==> src/design/gbga_pkg.sv <==
// Package for the GB2312 / ASCII glyph addresser.
// Holds byte-range constants, address constants and the shared struct types.
// No dependencies.
package gbga_pkg;

    localparam logic [7:0]  SYM_LEAD_LO  = 8'hA1;
    localparam logic [7:0]  SYM_LEAD_HI  = 8'hA3;
    localparam logic [7:0]  HZ_LEAD_LO   = 8'hB0;
    localparam logic [7:0]  HZ_LEAD_HI   = 8'hF7;
    localparam logic [7:0]  TRAIL_LO     = 8'hA1;
    localparam logic [7:0]  ASCII_LO     = 8'h20;
    localparam logic [7:0]  ASCII_HI     = 8'h7E;
    localparam logic [7:0]  ROW_CELLS    = 8'd94;
    localparam logic [12:0] HZ_OFFSET    = 13'd846;
    localparam logic [17:0] ASCII_BASE   = 18'h3CF80;
    localparam logic [7:0]  WIDE_STEP    = 8'd16;
    localparam logic [7:0]  NARROW_STEP  = 8'd8;
    localparam logic        CMD_BEGIN    = 1'b0;
    localparam logic        CMD_TEXT     = 1'b1;

    typedef struct packed {
        logic [7:0] lead_byte;
        logic       lead_pending;
        logic [7:0] cursor_column;
        logic [3:0] cursor_page;
        logic       string_ended;
    } t_state;

    typedef struct packed {
        logic        emit;
        logic [17:0] font_address;
        logic        glyph_wide;
        logic [7:0]  glyph_column;
        logic [3:0]  glyph_page;
    } t_result;

endpackage

==> src/design/gbga_decode.sv <==
// Combinational decode of one item against the current cursor and lead state.
// Produces the next state and the glyph result, if any. Depends on gbga_pkg.
module gbga_decode
    import gbga_pkg::*;
(
    input  logic       i_command,
    input  logic [7:0] i_char_byte,
    input  logic [7:0] i_start_column,
    input  logic [3:0] i_start_page,
    input  t_state     i_state,
    output t_state     o_state,
    output t_result    o_result
);

    logic        w_is_lead;
    logic        w_is_ascii;
    logic        w_is_hz;
    logic [6:0]  w_row;
    logic [13:0] w_row_base;
    logic [12:0] w_index;
    logic [7:0]  w_trail;
    logic [17:0] w_wide_addr;
    logic [17:0] w_narrow_addr;
    logic [7:0]  w_ascii_off;
    logic        w_fresh;

    always_comb begin
        w_is_lead = ((i_char_byte >= SYM_LEAD_LO) && (i_char_byte <= SYM_LEAD_HI)) ||
                    ((i_char_byte >= HZ_LEAD_LO) && (i_char_byte <= HZ_LEAD_HI));
        w_is_ascii = (i_char_byte >= ASCII_LO) && (i_char_byte <= ASCII_HI);
        w_is_hz = (i_state.lead_byte >= HZ_LEAD_LO);
        w_row = w_is_hz ? 7'(i_state.lead_byte - HZ_LEAD_LO)
                        : 7'(i_state.lead_byte - SYM_LEAD_LO);
        w_row_base = 14'(w_row) * 14'(ROW_CELLS);
        w_trail = i_char_byte - TRAIL_LO;
        w_index = 13'(w_row_base) + 13'(w_trail) + (w_is_hz ? HZ_OFFSET : 13'd0);
        w_wide_addr = {w_index, 5'd0};
        w_ascii_off = i_char_byte - ASCII_LO;
        w_narrow_addr = ASCII_BASE + {6'd0, w_ascii_off, 4'd0};

        o_state = i_state;
        o_result.emit = 1'b0;
        o_result.font_address = w_narrow_addr;
        o_result.glyph_wide = 1'b0;
        o_result.glyph_column = i_state.cursor_column;
        o_result.glyph_page = i_state.cursor_page;
        w_fresh = 1'b0;

        if (i_command == CMD_BEGIN) begin
            o_state.cursor_column = i_start_column;
            o_state.cursor_page = i_start_page;
            o_state.lead_pending = 1'b0;
            o_state.lead_byte = 8'd0;
            o_state.string_ended = 1'b0;
        end else if (!i_state.string_ended) begin
            if (i_char_byte == 8'd0) begin
                o_state.lead_pending = 1'b0;
                o_state.string_ended = 1'b1;
            end else begin
                w_fresh = 1'b1;
                if (i_state.lead_pending) begin
                    o_state.lead_pending = 1'b0;
                    if (i_char_byte >= TRAIL_LO) begin
                        w_fresh = 1'b0;
                        o_result.emit = 1'b1;
                        o_result.glyph_wide = 1'b1;
                        o_result.font_address = w_wide_addr;
                        o_state.cursor_column = i_state.cursor_column + WIDE_STEP;
                    end
                end
                if (w_fresh) begin
                    if (w_is_lead) begin
                        o_state.lead_byte = i_char_byte;
                        o_state.lead_pending = 1'b1;
                    end else if (w_is_ascii) begin
                        o_result.emit = 1'b1;
                        o_state.cursor_column = i_state.cursor_column + NARROW_STEP;
                    end
                end
            end
        end
    end

endmodule

==> src/design/gb2312_ascii_glyph_addresser.sv <==
// Top level of the GB2312 / ASCII glyph addresser.
// Depends on gbga_pkg and gbga_decode.
//
// The input channel (i_in_valid / o_in_ready) carries one item per transfer:
// a begin item (command 0) that sets the start column and page, or a text
// byte (command 1). A zero byte closes the string; bytes arriving with no
// open string are dropped.
// The output channel (o_out_valid / i_out_ready) carries one glyph item:
// the font ROM byte address, the glyph width flag, and the column and page
// at which the glyph is drawn. Wide GB2312 glyphs advance the column by 16,
// ASCII glyphs by 8, with wraparound at 256.
// Each input item is decoded in the cycle it is accepted, and its glyph, if
// any, appears on the output in the next cycle. One item is accepted per
// cycle while the receiver does not stall; the single output register sets
// that rate, since a new item is taken whenever that register is empty or
// being drained in the same cycle. When the receiver stalls with a glyph held,
// o_in_ready drops until the glyph is taken.
// Reset clears the output valid, drops any held lead byte, sets the cursor
// to column 0, page 1, and marks the string as closed.
module gb2312_ascii_glyph_addresser
    import gbga_pkg::*;
(
    input  logic        i_clk,
    input  logic        i_rst_n,
    input  logic        i_in_valid,
    output logic        o_in_ready,
    input  logic        i_command,
    input  logic [7:0]  i_char_byte,
    input  logic [7:0]  i_start_column,
    input  logic [3:0]  i_start_page,
    output logic        o_out_valid,
    input  logic        i_out_ready,
    output logic [17:0] o_font_address,
    output logic        o_glyph_wide,
    output logic [7:0]  o_glyph_column,
    output logic [3:0]  o_glyph_page
);

    t_state  r_state;
    t_state  n_state;
    t_result w_result;
    logic    r_out_valid;
    logic    w_accept;
    logic [17:0] r_font_address;
    logic        r_glyph_wide;
    logic [7:0]  r_glyph_column;
    logic [3:0]  r_glyph_page;

    gbga_decode u_decode (
        .i_command      (i_command),
        .i_char_byte    (i_char_byte),
        .i_start_column (i_start_column),
        .i_start_page   (i_start_page),
        .i_state        (r_state),
        .o_state        (n_state),
        .o_result       (w_result)
    );

    assign o_in_ready = !r_out_valid || i_out_ready;
    assign w_accept = i_in_valid && o_in_ready;

    always_ff @(posedge i_clk) begin
        if (!i_rst_n) begin
            r_state.lead_byte <= 8'd0;
            r_state.lead_pending <= 1'b0;
            r_state.cursor_column <= 8'd0;
            r_state.cursor_page <= 4'd1;
            r_state.string_ended <= 1'b1;
            r_out_valid <= 1'b0;
        end else begin
            if (w_accept) begin
                r_state <= n_state;
                r_out_valid <= w_result.emit;
            end else if (i_out_ready) begin
                r_out_valid <= 1'b0;
            end
        end
    end

    always_ff @(posedge i_clk) begin
        if (w_accept && w_result.emit) begin
            r_font_address <= w_result.font_address;
            r_glyph_wide <= w_result.glyph_wide;
            r_glyph_column <= w_result.glyph_column;
            r_glyph_page <= w_result.glyph_page;
        end
    end

    assign o_out_valid = r_out_valid;
    assign o_font_address = r_font_address;
    assign o_glyph_wide = r_glyph_wide;
    assign o_glyph_column = r_glyph_column;
    assign o_glyph_page = r_glyph_page;

endmodule

==> config.mk <==
export PLATFORM = sky130hd
export DESIGN_NAME = gb2312_ascii_glyph_addresser
export DESIGN_NICKNAME = d
export VERILOG_FILES = /design/src/design/gbga_pkg.sv /design/src/design/gbga_decode.sv /design/src/design/gb2312_ascii_glyph_addresser.sv
export SDC_FILE = /design/constraint.sdc
export NUM_CORES = 1
export LEC_CHECK = 0
export BUFFER_PORTS_ARGS = -buffer_cell sky130_fd_sc_hd__buf_2
export CAP_MARGIN = 40
export CELL_PAD_IN_SITES_DETAIL_PLACEMENT = 0
export CELL_PAD_IN_SITES_GLOBAL_PLACEMENT = 1
export CORE_MARGIN = 8
export CORE_UTILIZATION = 49
export CTS_CLUSTER_SIZE = 25
export DETAILED_ROUTE_END_ITERATION = 12
export MAX_ROUTING_LAYER = met4
export PLACE_DENSITY_LB_ADDON = 0.1
export SETUP_SLACK_MARGIN = 0.3
export SYNTH_ARGS = -nofsm -noshare
export SYNTH_HDL_FRONTEND = slang
export SYNTH_SLANG_ARGS = --single-unit
==> constraint.sdc <==
create_clock -name i_clk -period 15.7 [get_ports i_clk]
set_input_delay 0.785 -clock i_clk [delete_from_list [all_inputs] [get_ports i_clk]]
set_output_delay 0.785 -clock i_clk [all_outputs]
set_load 0.02 [all_outputs]
# Word-level counts from Yosys, hierarchy flattened
# Index checks and enable logic that the tools add are counted.
# Widths: inputs -> output; s select.
dict set report totals {
  word_cells 79
  ff_bits 54
  inputBits 25
}
dict set report classes {
  n_mul 1
  bitwise_logic 2
  muxes 31
  n_addsub 9
  reduce_logical 15
  n_eq_ne 4
  order_cmp 7
}
# operator n
set ops {}
lappend ops {{$mux 20} 5}
lappend ops {{$mux 17} 3}
lappend ops {{$mux 8} 6}
lappend ops {{$ge 8x8->1 const B} 3}
lappend ops {{$add 15x13->16 const A} 1}
lappend ops {{$le 8x8->1 const B} 2}
lappend ops {{$mux 1} 14}
lappend ops {{$sub 7x6->7 const B} 2}
lappend ops {{$add 13x13->13} 1}
lappend ops {{$add 13x8->13} 1}
lappend ops {{$mul 7x6->12 const B} 1}
lappend ops {{$mux 10} 1}
lappend ops {{$mux 9} 1}
lappend ops {{$add 8x4->8 const B} 1}
lappend ops {{$add 8x5->8 const B} 1}
lappend ops {{$ge 8x6->1 const B} 1}
lappend ops {{$le 8x7->1 const B} 1}
lappend ops {{$logic_not 8->1} 1}
lappend ops {{$sub 8x6->8 const B} 1}
lappend ops {{$sub 8x8->8 const B} 1}
lappend ops {{$mux 7} 1}
lappend ops {{$logic_and 1x1->1} 5}
lappend ops {{$reduce_and 5->1} 1}
lappend ops {{$ne 2x1->1 const B} 2}
lappend ops {{8 further kinds} 12}

# Depth between registers and ports, before layout
# Gate-level depths: netlist of run 1.
dict set report depth {
  ltp_word 14
  mapped_depth 23
}

# By module
# From an unflattened synthesis of run 1, not the netlist that was laid out.
dict set report hier_totals {
  cells_unflattened 514
  hier_area_um2 4763.3
}
# mod instances area_per_inst_um2 seq_area_each_um2 cells_each
set modules_own_cells {}
lappend modules_own_cells {gbga_decode 1 2847.7 0.0 377}
lappend modules_own_cells {gb2312_ascii_glyph_addresser 1 1915.6 1391.3 137}

# Least setup slack after synthesis of run 1
# Ideal clock, no wire load.
dict set report synth_path {
  kind {reg2reg}
  start {register r_state[18] (netlist bit)}
  end {register r_font_address[16] (netlist: o_font_address[16]), data pin}
  slack_ns 10.044
  t_required_ns 15.442
  arrival_ns 5.398
  path_stages_with_launch 23
  cell_sequence {dfxtp_1 -> ha_1 -> o21ai_0 -> clkbuf_1 -> nand2_1 -> xnor2_1 -> ha_1 -> fa_1 -> inv_1 -> fa_1 -> inv_1 -> ha_1 -> and3_1 -> a221o_1 -> nor2_1 -> xnor2_1 -> ha_1 -> ha_1 -> a21o_1 -> a21oi_1 -> o21ai_0 -> xnor2_1 -> nand2_1}
}
dict set report synth_between {
  elab_chain_cells 10
  elab_cells_between_ends 13
  classes_between {4 x add/sub; 1 x mul; 1 x order compare; 7 x mux}
}
# item line
set synth_rtl {}
lappend synth_rtl {{start: declaration} gb2312_ascii_glyph_addresser.sv:39} ;# t_state r_state;
lappend synth_rtl {{start signal: assignment} gb2312_ascii_glyph_addresser.sv:72} ;# r_state <= n_state;
lappend synth_rtl {{$sub 7x6->7 (tied with other cells)} gbga_decode.sv:33} ;# : 7'(i_state.lead_byte - SYM_LEAD_LO);
lappend synth_rtl {{$mux 7} gbga_decode.sv:32} ;# w_row = w_is_hz ? 7'(i_state.lead_byte - HZ_LEAD_LO)
lappend synth_rtl {{$mul 7x6->12} gbga_decode.sv:34} ;# w_row_base = 14'(w_row) * 14'(ROW_CELLS);
lappend synth_rtl {{$add 13x8->13} gbga_decode.sv:36} ;# w_index = 13'(w_row_base) + 13'(w_trail) + (w_is_hz ? HZ_OFFSET : 13'd0);
lappend synth_rtl {{$add 13x13->13 *} gbga_decode.sv:36}
lappend synth_rtl {{$mux 20 *} gbga_decode.sv:63} ;# if (i_char_byte >= TRAIL_LO) begin
lappend synth_rtl {{$mux 20 *} gbga_decode.sv:61} ;# if (i_state.lead_pending) begin
lappend synth_rtl {{$mux 20 *} gbga_decode.sv:56} ;# if (i_char_byte == 8'd0) begin
lappend synth_rtl {{$mux 20 *} gbga_decode.sv:55} ;# end else if (!i_state.string_ended) begin
lappend synth_rtl {{$mux 20 *} gbga_decode.sv:49} ;# if (i_command == CMD_BEGIN) begin
lappend synth_rtl {{end signal: assignment} gb2312_ascii_glyph_addresser.sv:82} ;# r_font_address <= w_result.font_address;
lappend synth_rtl {{end: declaration} gb2312_ascii_glyph_addresser.sv:44} ;# logic [17:0] r_font_address;
# Mark *: on every way between the ends. The rest lies on a longest branch, timed or not.
# A chain may end at the register's enable or synchronous reset.

# Worst setup path after layout of run 1
dict set report layout_path {
  start {register r_state[16] (netlist bit)}
  end {register r_font_address[16] (netlist: o_font_address[16]), data pin}
}
# The elaborated chain is that of the path after synthesis.

==> impl_metrics.py, run 1 <==
metrics = {
    "flow_run": {
        "drv_cap": 0,
    },
    "synthesis": {
        "synth_cells": 433,
        "synth_simple_gate_area_frac": 0.147,
        "predominant_post_synthesis_flop_cell": "sky130_fd_sc_hd__edfxtp_1",
        "yosys-mux-area-fraction": 0.00970,
        "post_synth_xor_area_fraction": 0.0700,
        "share_of_synthesized_area_occupied_by_flip_flops_and_latches": 0.308,
        "dominant_combinational_cell_family_by_area_after_synthesis": "adder cells",
        "count_of_flip_flops_with_a_built_in_enable_after_synthesis": 27,
        "synthesis.area_sq_um": 4130,
        "synth_compound_gate_area_share": 0.161,
        "synth_fa_ha_area_frac": 0.240,
        "area_contributors_post_synth": "sky130_fd_sc_hd__edfxtp_1 (20%), sky130_fd_sc_hd__ha_1 (16%), sky130_fd_sc_hd__dfxtp_1 (11%)",
        "synth_async_sr_flop_share": 0,
        "area_share_of_the_leading_cell_type_in_the_synthesized_netlist": 0.196,
        "ys_ff_latch": 50,
        "synth.top_cells.by_count": "sky130_fd_sc_hd__ha_1 (52), sky130_fd_sc_hd__inv_1 (46), sky130_fd_sc_hd__nand2_1 (43), sky130_fd_sc_hd__a21oi_1 (29), sky130_fd_sc_hd__edfxtp_1 (27)",
        "synth.distinct_cells": 63,
        "synthesis.area_per_instance_sq_um": 9.53,
        "post-synth-top-area-cell": "sky130_fd_sc_hd__edfxtp_1",
        "synth-warning-count": 0,
        "synth.most_common_cell": "sky130_fd_sc_hd__ha_1",
    },
    "clocking": {
        "cts_repair_resize_count": 0,
        "number_of_clock_sinks": 50,
        "clock_tree_from_tritoncts": "built",
        "post-cts-setup-buffers": 0,
        "clkTransAtPathRegs_ps": 100,
        "clock_tree.root_cell": "sky130_fd_sc_hd__clkbuf_8",
        "numCtsBuffers": 5,
        "cts_max_path_buffers": 2,
        "post_cts_hold_buffer_count": 0,
        "ctsHtreeMaxLevel": 2,
        "clock_insertion_delay_worst_skew_ps": 310,
    },
    "place": {
        "dp_hpwl_microns": 7030,
        "placed_cells_incl_taps": 582,
        "gp_routability_congestion": 0.817,
        "numPortBuffers": 53,
    },
    "sta": {
        "grt_setup_unrepaired": "false",
        "timing_hold_violations_final": 0,
        "timing.slew.headroom": 0.561,
        "worst_slew_pin_slew_ps": 657,
        "setup_total_negative_slack_ps": 0,
        "post-route-period-util": 0.367,
        "worst_skew_ps": 7.60,
        "max_clock_freq_mhz": 174,
        "setup_viol": 0,
        "finalCriticalPeriod_ps": 5760,
        "report.final.slew_viol_count": 0,
    },
    "power": {
        "irDropWorstVdd_v": 0.0000429,
        "power_per_cell_area_nw_per_um2": 101,
        "leakagePower_nw": 2.05,
    },
    "global_routing": {
        "grt_overflow": 0,
        "globalRouteTotalUtil": 0.166,
        "global_route_wire_length_before_repair_microns": 15300,
        "grt_antenna_before_repair": 0,
        "first_global_vias": 3215,
        "grt_max_degree": 20,
    },
    "cells_and_area": {
        "nNetsFinal": 578,
        "post_route_cells_drive_above_1_share": 0.159,
        "n_antenna_cell": 0,
        "syn_to_layout_area_delta_pct": 11.4,
        "postLayoutCoreUtil": 0.562,
        "instances_no_fill": 590,
    },
    "hold_path": {
        "worst_hold_path_type": "flop to flop",
    },
    "die": {
        "std_cell_rows": 33,
        "placeableCoreArea_sq_um": 8180,
        "die_h_microns": 108,
        "floorplan.initialDensity": 0.505,
        "floorplan.die.width_microns": 108,
        "ioPinCount": 58,
        "die_area_sq_um": 11600,
    },
    "detailed_routing": {
        "viasPerCell": 5.25,
        "drt.antenna.violating_nets": 0,
        "num_vias": 3100,
        "drc": 0,
        "total_wirelength_of_the_detailed_routed_design_microns": 8730,
        "detail_route.iter0.violations": 87,
        "wl_per_cell_microns": 14.8,
        "router_iterations_before_antenna_repair": 4,
    },
    "worst_setup_path": {
        "start_kind": "flop",
        "path_max_fanout": 6,
        "r2r_slack_ps": 9940,
        "setup.worst_path.end_class": "flop",
        "arrival_ps": 5820,
        "worstPathRequired_ps": 15760,
        "criticalPathCategory": "flop to flop",
    },
    "status": {
        "run_status": "completed",
    },
}
through the flow:
stage	total power, mW	hold slack, ps	cell area, sq um	worst slack, ps
finish	0.463	438	4600	9940
CTS	0.469	442	4600	9890
global placement	0.381	412	4470	9980
detailed placement	0.385	415	4500	9930
floorplan	0.339	408	4140	10040
global route	0.510	454	4600	9450
layout by cell type (no fill, tap or decap), types with 3 or more instances in the layout:
master | synthesis | final
sky130_fd_sc_hd__and3_1 | 4 | 4
sky130_fd_sc_hd__a21oi_1 | 29 | 28
sky130_fd_sc_hd__nand2_1 | 43 | 43
sky130_fd_sc_hd__nand4_1 | 3 | 3
sky130_fd_sc_hd__conb_1 | 1 | 4
sky130_fd_sc_hd__a22o_1 | 7 | 7
sky130_fd_sc_hd__nor2_1 | 21 | 21
sky130_fd_sc_hd__mux2i_1 | 4 | 4
sky130_fd_sc_hd__a31oi_1 | 4 | 4
sky130_fd_sc_hd__and2_1 | 3 | 3
sky130_fd_sc_hd__xor2_1 | 8 | 8
sky130_fd_sc_hd__ha_1 | 52 | 52
sky130_fd_sc_hd__a211oi_1 | 3 | 3
sky130_fd_sc_hd__inv_1 | 46 | 46
sky130_fd_sc_hd__edfxtp_1 | 27 | 27
sky130_fd_sc_hd__xnor2_1 | 25 | 25
sky130_fd_sc_hd__a21o_1 | 3 | 3
sky130_fd_sc_hd__nand2b_1 | 7 | 7
sky130_fd_sc_hd__nor3_1 | 9 | 9
sky130_fd_sc_hd__o21a_1 | 3 | 3
sky130_fd_sc_hd__o31ai_1 | 3 | 3
sky130_fd_sc_hd__nand3_1 | 5 | 5
sky130_fd_sc_hd__dfxtp_1 | 23 | 23
sky130_fd_sc_hd__fa_1 | 17 | 17
sky130_fd_sc_hd__o21ai_0 | 22 | 22
sky130_fd_sc_hd__o211ai_1 | 3 | 3
sky130_fd_sc_hd__nor2b_1 | 6 | 6
sky130_fd_sc_hd__clkbuf_8 | 0 | 5
sky130_fd_sc_hd__buf_2 | 4 | 54
worst max-delay path, stage by stage (launching register included):
cell,delay (ps)
sky130_fd_sc_hd__dfxtp_1,380
sky130_fd_sc_hd__or3_1,400
sky130_fd_sc_hd__nor3_1,190
sky130_fd_sc_hd__xnor2_1,140
sky130_fd_sc_hd__nand2_1,80
sky130_fd_sc_hd__o21ai_1,300
sky130_fd_sc_hd__fa_1,510
sky130_fd_sc_hd__inv_1,80
sky130_fd_sc_hd__fa_1,440
sky130_fd_sc_hd__fa_1,540
sky130_fd_sc_hd__inv_1,40
sky130_fd_sc_hd__ha_1,340
sky130_fd_sc_hd__and3_1,170
sky130_fd_sc_hd__a221o_1,330
sky130_fd_sc_hd__nor2_1,120
sky130_fd_sc_hd__xnor2_1,130
sky130_fd_sc_hd__ha_1,250
sky130_fd_sc_hd__ha_1,360
sky130_fd_sc_hd__a21o_1,200
sky130_fd_sc_hd__a21oi_1,130
sky130_fd_sc_hd__o21ai_0,150
sky130_fd_sc_hd__xnor2_1,160
sky130_fd_sc_hd__nand2_1,60
final cells by class:
| type | count | area [sq um] |
|---|---|---|
| clock buffers | 5 | 68.8 |
| flip-flops and latches | 50 | 1270 |
| well taps | 105 | 131 |
| inverters | 47 | 176 |
| fillers | 757 | 3580 |
| multi-input cells | 324 | 2620 |
| repair buffers | 56 | 305 |
| clock inverters | 3 | 28.8 |
routing by layer:
layer / wire length [microns] / vias up / track usage
li1: - / 1613 / -
met1: 4440 / 1423 / 0.232
met2: 3890 / 58 / 0.250
met3: 327 / 6 / 0.0222
met4: 66 / 0 / 0.0327
met5: 0 / - / -
flip-flops by register name, indices dropped and copies added (netlist names):
| signal | cells |
|---|---|
| o_font_address | 14 |
| o_glyph_column | 8 |
| o_glyph_page | 4 |
| o_glyph_wide | 1 |
| o_out_valid | 1 |
| r_state | 22 |
kinds of logic (layout without fill, tap and decap cells):
group                      count (synthesis)  in the layout
and+or+nand+nor                          116            116
AOI/OAI and AO/OA                         98             98
adders and majority gates                 69             69
buffers and inverters                     62            111
DFF                                       50             50
xor gates and xnor gates                  33             33
muxes                                      4              4
other                                      1              4
path summary, 6_finish.rpt:
kind	from	endpoint	depth (start not counted)
max reg2reg	r_state[16]	o_font_address[16]	22
max	r_state[16]	o_font_address[16]	22
min	r_state[1]	o_glyph_page[0]	0
min reg2reg	r_state[1]	o_glyph_page[0]	0
report_power, final:
part / internal, mW / switching (mW) / leakage [nW] / total (mW)
sequential: 0.141 / 0.00258 / 0.438 / 0.144
clock: 0.0331 / 0.0491 / 0.0502 / 0.0822
combinational: 0.107 / 0.131 / 1.56 / 0.237
Note: power is estimated with default switching activity, not from simulation.
==> run 2: changes to the inputs <==
ABC_AREA = 1   (was default)
CORE_UTILIZATION = 40   (was 49)
clock period = 4.8 ns   (was 15.7 ns; I/O delays follow)
==> run 2 against run 1 <==
  * Non-clock buffer count is 37 higher
  * Worst setup slack worse by 9900 ps
  * Die area increased by 25%
  * Sequential share of layout area shrank 5.1 points
  * Via count grew 21%
  * Clock skew fell by 1.3 ps
  * Largest cell class unchanged
==> impl_metrics.py, run 2 <==
metrics = {
    "status": {
        "run_status": "completed",
    },
    "detailed_routing": {
        "viasPerCell": 4.85,
        "router_iterations_before_antenna_repair": 4,
        "detail_route.iter0.violations": 176,
        "num_vias": 3766,
        "total_wirelength_of_the_detailed_routed_design_microns": 10800,
        "drc": 0,
        "drt.antenna.violating_nets": 0,
        "wl_per_cell_microns": 13.9,
    },
    "synthesis": {
        "count_of_flip_flops_with_a_built_in_enable_after_synthesis": 27,
        "synthesis.area_per_instance_sq_um": 8.08,
        "synth.top_cells.by_count": "sky130_fd_sc_hd__nand2_1 (115), sky130_fd_sc_hd__inv_1 (79), sky130_fd_sc_hd__ha_1 (52), sky130_fd_sc_hd__a21oi_1 (40), sky130_fd_sc_hd__nand3_1 (34)",
        "area_share_of_the_leading_cell_type_in_the_synthesized_netlist": 0.185,
        "share_of_synthesized_area_occupied_by_flip_flops_and_latches": 0.290,
        "predominant_post_synthesis_flop_cell": "sky130_fd_sc_hd__edfxtp_1",
        "synth.most_common_cell": "sky130_fd_sc_hd__nand2_1",
        "post-synth-top-area-cell": "sky130_fd_sc_hd__edfxtp_1",
        "area_contributors_post_synth": "sky130_fd_sc_hd__edfxtp_1 (19%), sky130_fd_sc_hd__ha_1 (15%), sky130_fd_sc_hd__dfxtp_1 (11%)",
        "synth_async_sr_flop_share": 0,
        "ys_ff_latch": 50,
        "synth-warning-count": 0,
        "synthesis.area_sq_um": 4380,
        "synth_cells": 542,
        "synth.distinct_cells": 40,
    },
    "cells_and_area": {
        "fillCellCount": 1031,
        "commonest_cells_after_routing_fill_and_taps_aside": "sky130_fd_sc_hd__nand2_1 (101), sky130_fd_sc_hd__inv_1 (70), sky130_fd_sc_hd__buf_2 (53)",
        "number_of_flip_flops_in_the_largest_register": 22,
        "n_antenna_cell": 0,
        "regMostFlops": "r_state",
        "post_route_cells_drive_above_1_share": 0.311,
        "nNetsFinal": 730,
        "most_common_cell_after_layout_fill_and_taps_aside": "sky130_fd_sc_hd__nand2_1",
        "syn_to_layout_area_delta_pct": 30.2,
    },
    "die": {
        "die_area_sq_um": 14500,
        "die_h_microns": 121,
        "placeableCoreArea_sq_um": 10700,
        "ioPinCount": 58,
        "floorplan.die.width_microns": 121,
        "floorplan.initialDensity": 0.407,
        "std_cell_rows": 38,
    },
    "sta": {
        "post-route-period-util": 0.984,
        "timing_hold_violations_final": 0,
        "grt_setup_unrepaired": "true",
        "setup_viol": 0,
        "timing.slew.headroom": 0.647,
        "finalCriticalPeriod_ps": 4720,
        "report.final.slew_viol_count": 0,
        "max_clock_freq_mhz": 212,
        "hold-worst-slack_ps": 115,
        "worst_slew_pin_slew_ps": 525,
        "worst_skew_ps": 6.28,
    },
    "clocking": {
        "clock_tree_from_tritoncts": "built",
        "number_of_clock_sinks": 50,
        "post_cts_hold_buffer_count": 0,
        "ctsHtreeMaxLevel": 2,
        "clkTransAtPathRegs_ps": 100,
        "clock_tree.root_cell": "sky130_fd_sc_hd__clkbuf_8",
        "numCtsBuffers": 5,
        "cts_max_path_buffers": 2,
        "clock_insertion_delay_worst_skew_ps": 320,
    },
    "global_routing": {
        "global_route_wire_length_before_repair_microns": 17900,
        "first_global_vias": 3806,
        "globalRouteTotalUtil": 0.154,
        "grt_antenna_before_repair": 0,
        "grt_overflow": 0,
        "grt_max_degree": 21,
    },
    "place": {
        "dp_hpwl_microns": 8360,
        "gp_routability_congestion": 0.821,
        "numPortBuffers": 53,
    },
    "worst_setup_path": {
        "start_kind": "flop",
        "critical_path.reg2reg.endpoint": "o_font_address[17]",
        "crit_path_start": "r_state[18]",
        "slowest_cell_on_the_critical_path": "sky130_fd_sc_hd__fa_1",
        "crit-reg2reg-launch": "r_state[18]",
        "slowest_delay_ps": 510,
        "r2r_slack_ps": 80,
        "worst_r2r_path_depth": 26,
        "critical_path.top_delay_family": "adder cells",
        "path_max_fanout": 5,
        "timing.critical_path.to": "o_font_address[17]",
        "worstSetupPathDepth": 26,
        "worstPathRequired_ps": 4880,
        "criticalPathCategory": "flop to flop",
        "critPathBufInv": 4,
        "critical_path.most_common_cell": "sky130_fd_sc_hd__nand2_1",
        "setup.worst_path.end_class": "flop",
        "arrival_ps": 4800,
    },
    "flow_run": {
        "drv_cap": 0,
    },
    "hold_path": {
        "worst_hold_path_type": "primary input to flop",
    },
}
==> run 2: cell types whose count changed after synthesis, moves of 5 or more <==
cell and change:
sky130_fd_sc_hd__a22o_1 -7, sky130_fd_sc_hd__xnor2_1 -12, sky130_fd_sc_hd__nand2_2 +9, sky130_fd_sc_hd__inv_2 +6
sky130_fd_sc_hd__inv_1 +33, sky130_fd_sc_hd__nor2_1 +5, sky130_fd_sc_hd__nand2b_1 -7, sky130_fd_sc_hd__o21ai_0 +8
sky130_fd_sc_hd__nand2_1 +72, sky130_fd_sc_hd__nand3_1 +29, sky130_fd_sc_hd__nor2b_1 -6, sky130_fd_sc_hd__a21oi_1 +11
sky130_fd_sc_hd__xor2_1 +14
==> run 2: worst min-delay path by stage <==
| stage | startpoint | slack (ps) | cells after the start | end |
|---|---|---|---|---|
| global route | i_start_column[1] | 130 | 3 | r_state[6] |
| global placement | r_state[3] | 410 | 0 | o_glyph_page[2] |
| detailed placement | r_state[1] | 420 | 0 | o_glyph_page[0] |
| floorplan | i_start_page[0] | 350 | 2 | r_state[1] |
| finish | i_start_page[0] | 120 | 3 | r_state[1] |
| CTS | i_start_page[0] | 110 | 3 | r_state[1] |
==> run 2: worst reg2reg max path, cell delays in order (launching register included) <==
cell	delay [ps]
sky130_fd_sc_hd__dfxtp_4	370
sky130_fd_sc_hd__ha_4	160
sky130_fd_sc_hd__inv_4	60
sky130_fd_sc_hd__nand2_4	60
sky130_fd_sc_hd__nand2_8	120
sky130_fd_sc_hd__inv_8	50
sky130_fd_sc_hd__mux2i_4	190
sky130_fd_sc_hd__fa_1	500
sky130_fd_sc_hd__inv_1	50
sky130_fd_sc_hd__fa_1	450
sky130_fd_sc_hd__fa_1	510
sky130_fd_sc_hd__inv_2	50
sky130_fd_sc_hd__ha_4	220
sky130_fd_sc_hd__a21o_1	190
sky130_fd_sc_hd__a21oi_2	140
sky130_fd_sc_hd__xor2_1	160
sky130_fd_sc_hd__ha_1	280
sky130_fd_sc_hd__ha_4	310
sky130_fd_sc_hd__nand2_4	60
sky130_fd_sc_hd__a21oi_2	110
sky130_fd_sc_hd__nor2_2	60
sky130_fd_sc_hd__nand2_1	60
sky130_fd_sc_hd__nand2_1	60
sky130_fd_sc_hd__nand2_1	60
sky130_fd_sc_hd__nand2_1	60
sky130_fd_sc_hd__nand3_1	80
sky130_fd_sc_hd__nand3_1	70
==> run 2: what timing repair did <==
action	CTS	global route
resized for setup	27	27
setup endpoints to repair	7	7
hold endpoints to repair	0	0
pin swaps	23	27
gates cloned	0	0
setup buffers	7	5
==> run 2: final cells by class <==
class / count / area (sq um) / share of cell area
Timing Repair Buffer: 93 / 597 / 0.105
Clock buffer: 6 / 93.8 / 0.0165
Multi-Input combinational cell: 398 / 3170 / 0.556
Inverter: 88 / 344 / 0.0604
Sequential cell: 50 / 1280 / 0.225
Tap cell: 140 / 175 / 0.0307
Clock inverter: 2 / 38.8 / 0.00680
==> run 2: per-stage QoR <==
stage	TNS, ps	cells	setup slack [ps]	utilization	instance area (sq um)
CTS	0	772	40.9	0.517	5560
global route	-658	777	-196	0.531	5700
global placement	-244	756	-93.4	0.484	5200
finish	0	777	76.0	0.531	5700
floorplan	0	545	146	-	4630
detailed placement	-271	757	-124	0.487	5230
==> run 2: cell families after synthesis <==
kind of cell / after synthesis / synth area share
other cells: 1 / 0.000857
simple gates: 206 / 0.211
flops: 50 / 0.290
mux: 3 / 0.00972
compound gates: 81 / 0.101
buf+inv: 97 / 0.0912
xor+xnor: 35 / 0.0700
fa+ha+maj: 69 / 0.226
==> run 2: layer usage <==
| metal | routed length (microns) | track usage |
|---|---|---|
| met3 | 245 | 0.0238 |
| met5 | 0 | - |
| met4 | 212 | 0.0437 |
| met1 | 4830 | 0.177 |
| met2 | 5520 | 0.273 |
Power of run 2 is left out: the tool's default activity adds up to more than one toggle a clock period on the data nets, which glitch-free logic cannot reach.
==> run 3: changes to the inputs <==
PLACE_DENSITY_LB_ADDON = 0.15   (was 0.1)
==> run 3 against run 2 <==
  * Global-route usage grew 0.052 points
  * Core utilization grew 0.40 points
  * Die area is the same
  * First-iteration DRC count shrank 16%
  * Fmax shrank 0.50%
  * Register-to-register slack lost 20 ps
  * Critical path type unchanged
  * Critical endpoint is now o_font_address[16]
  * Largest cell class unchanged
  * Highest routed layer unchanged
==> impl_metrics.py, run 3 (synthesis gave the netlist of run 2 again) <==
metrics = {
    "die": {
        "die_h_microns": 121,
        "std_cell_rows": 38,
        "floorplan.die.width_microns": 121,
        "ioPinCount": 58,
        "die_area_sq_um": 14500,
        "placeableCoreArea_sq_um": 10700,
        "floorplan.initialDensity": 0.407,
    },
    "hold_path": {
        "worst_hold_path_type": "primary input to flop",
        "timing.hold.worst_endpoint": "r_state[1]",
        "hold-path-cell-count": 3,
        "hp-start": "i_start_page[0]",
    },
    "detailed_routing": {
        "routedLengthMet1_microns": 4700,
        "total_wirelength_of_the_detailed_routed_design_microns": 10700,
        "detail_route.iter0.violations": 148,
        "route.top_layer_used": "met4",
        "drc": 0,
        "wl_per_cell_microns": 13.5,
        "router_iterations_before_antenna_repair": 4,
        "route.met3.wl_microns": 258,
        "viasPerCell": 4.82,
        "num_vias": 3793,
        "drt.antenna.violating_nets": 0,
        "dr_wl_met2_microns": 5570,
    },
    "flow_run": {
        "drv_cap": 0,
    },
    "global_routing": {
        "grt_antenna_before_repair": 0,
        "grt_max_degree": 21,
        "global_route_wire_length_before_repair_microns": 18000,
        "first_global_vias": 4030,
        "grt_overflow": 0,
        "globalRouteTotalUtil": 0.155,
    },
    "place": {
        "placed_cells_incl_taps": 752,
        "gp_routability_congestion": 0.842,
        "dp_hpwl_microns": 8350,
        "numPortBuffers": 53,
    },
    "clocking": {
        "number_of_clock_sinks": 50,
        "clock_tree.root_cell": "sky130_fd_sc_hd__clkbuf_8",
        "clkTransAtPathRegs_ps": 100,
        "cts_max_path_buffers": 2,
        "clock_insertion_delay_worst_skew_ps": 320,
        "ctsHtreeMaxLevel": 2,
        "numCtsBuffers": 5,
        "clock_tree_from_tritoncts": "built",
    },
    "worst_setup_path": {
        "slowest_cell_on_the_critical_path": "sky130_fd_sc_hd__fa_1",
        "r2r_slack_ps": 50,
        "critical_path.reg2reg.endpoint": "o_font_address[16]",
        "setup.worst_path.end_class": "flop",
        "worstPathRequired_ps": 4990,
        "critical_path.most_common_cell": "sky130_fd_sc_hd__ha_4",
        "crit-reg2reg-launch": "r_state[18]",
        "criticalPathCategory": "flop to flop",
        "arrival_ps": 4940,
        "path_max_fanout": 6,
        "slowest_delay_ps": 540,
        "start_kind": "flop",
        "worst_r2r_path_depth": 26,
    },
    "cells_and_area": {
        "n_antenna_cell": 0,
        "nNetsFinal": 740,
        "commonest_cells_after_routing_fill_and_taps_aside": "sky130_fd_sc_hd__nand2_1 (97), sky130_fd_sc_hd__inv_1 (69), sky130_fd_sc_hd__buf_2 (53)",
        "post_route_cells_drive_above_1_share": 0.329,
        "most_common_cell_after_layout_fill_and_taps_aside": "sky130_fd_sc_hd__nand2_1",
        "number_of_flip_flops_in_the_largest_register": 22,
        "instances_no_fill": 787,
        "fillCellCount": 1052,
        "regMostFlops": "r_state",
        "syn_to_layout_area_delta_pct": 31.2,
    },
    "sta": {
        "max_clock_freq_mhz": 211,
        "post-route-period-util": 0.989,
        "worst_skew_ps": 5.07,
        "finalCriticalPeriod_ps": 4750,
        "timing_hold_violations_final": 0,
        "setup_viol": 0,
        "worst_slew_pin_slew_ps": 494,
        "report.final.slew_viol_count": 0,
        "grt_setup_unrepaired": "true",
        "timing.slew.headroom": 0.667,
    },
    "status": {
        "run_status": "completed",
    },
}
## run 3: cell count changes in the layout (fill, tap and decap cells not counted), moves of 2 or more
cell / delta
sky130_fd_sc_hd__nand2_1: -4
sky130_fd_sc_hd__nand2_2: +4
sky130_fd_sc_hd__buf_4: +13
sky130_fd_sc_hd__nand3_2: +2
sky130_fd_sc_hd__buf_6: -3
sky130_fd_sc_hd__nand3_1: -2
sky130_fd_sc_hd__nor2_1: +2
## run 3: worst max path at each step
stage,cells past startpoint,to,startpoint
after detailed placement,29,o_font_address[17],r_state[18]
after CTS,27,o_font_address[17],r_state[18]
after global routing,21,o_font_address[16],r_state[14]
after floorplan,26,o_font_address[17],r_state[18]
after global placement,29,o_font_address[17],r_state[18]
final,26,o_font_address[16],r_state[18]
## run 3: layout make-up
cell class	count	area [sq um]	share of cell area
multi-input combinational	398	3180	0.554
sequential	50	1280	0.224
timing repair buffer	103	661	0.115
inverter	88	344	0.0599
tap	140	175	0.0305
clock buffer	5	68.8	0.0120
clock inverter	3	28.8	0.00501
## run 3: critical path, delay by kind of cell, from the launching register on
family	cells	cell delay (ps)
adders and majority gates	7	2030
AOI/OAI and AO/OA	4	670
DFF	1	370
and+or+nand+nor	7	720
buffers and inverters	5	290
xor gates and xnor gates	3	540
## run 3: repair_timing
item | 4_1_cts | 5_1_grt
gates resized for setup | 32 | 24
endpoints found under the setup margin | 7 | 7
hold buffers | 0 | 0
pin swaps | 32 | 10
setup buffers | 21 | 6
## run 3: per-stage QoR
step | hold WS (ps) | worst slack [ps] | util | cell area, sq um | setup TNS, ps
floorplan | 353 | 146 | - | 4630 | 0
global placement | 412 | -90.6 | 0.481 | 5160 | -181
detailed placement | 414 | -131 | 0.483 | 5190 | -322
CTS | 106 | 29.6 | 0.521 | 5600 | 0
global route | 127 | -203 | 0.534 | 5740 | -678
finish | 117 | 52.1 | 0.534 | 5740 | 0
## run 3: metal layers
layer / global-route usage / up-vias
li1: - / 1955
met5: - / -
met1: 0.173 / 1771
met2: 0.279 / 58
met3: 0.0233 / 9
met4: 0.0453 / 0
Power of run 3 is left out for the same reason.
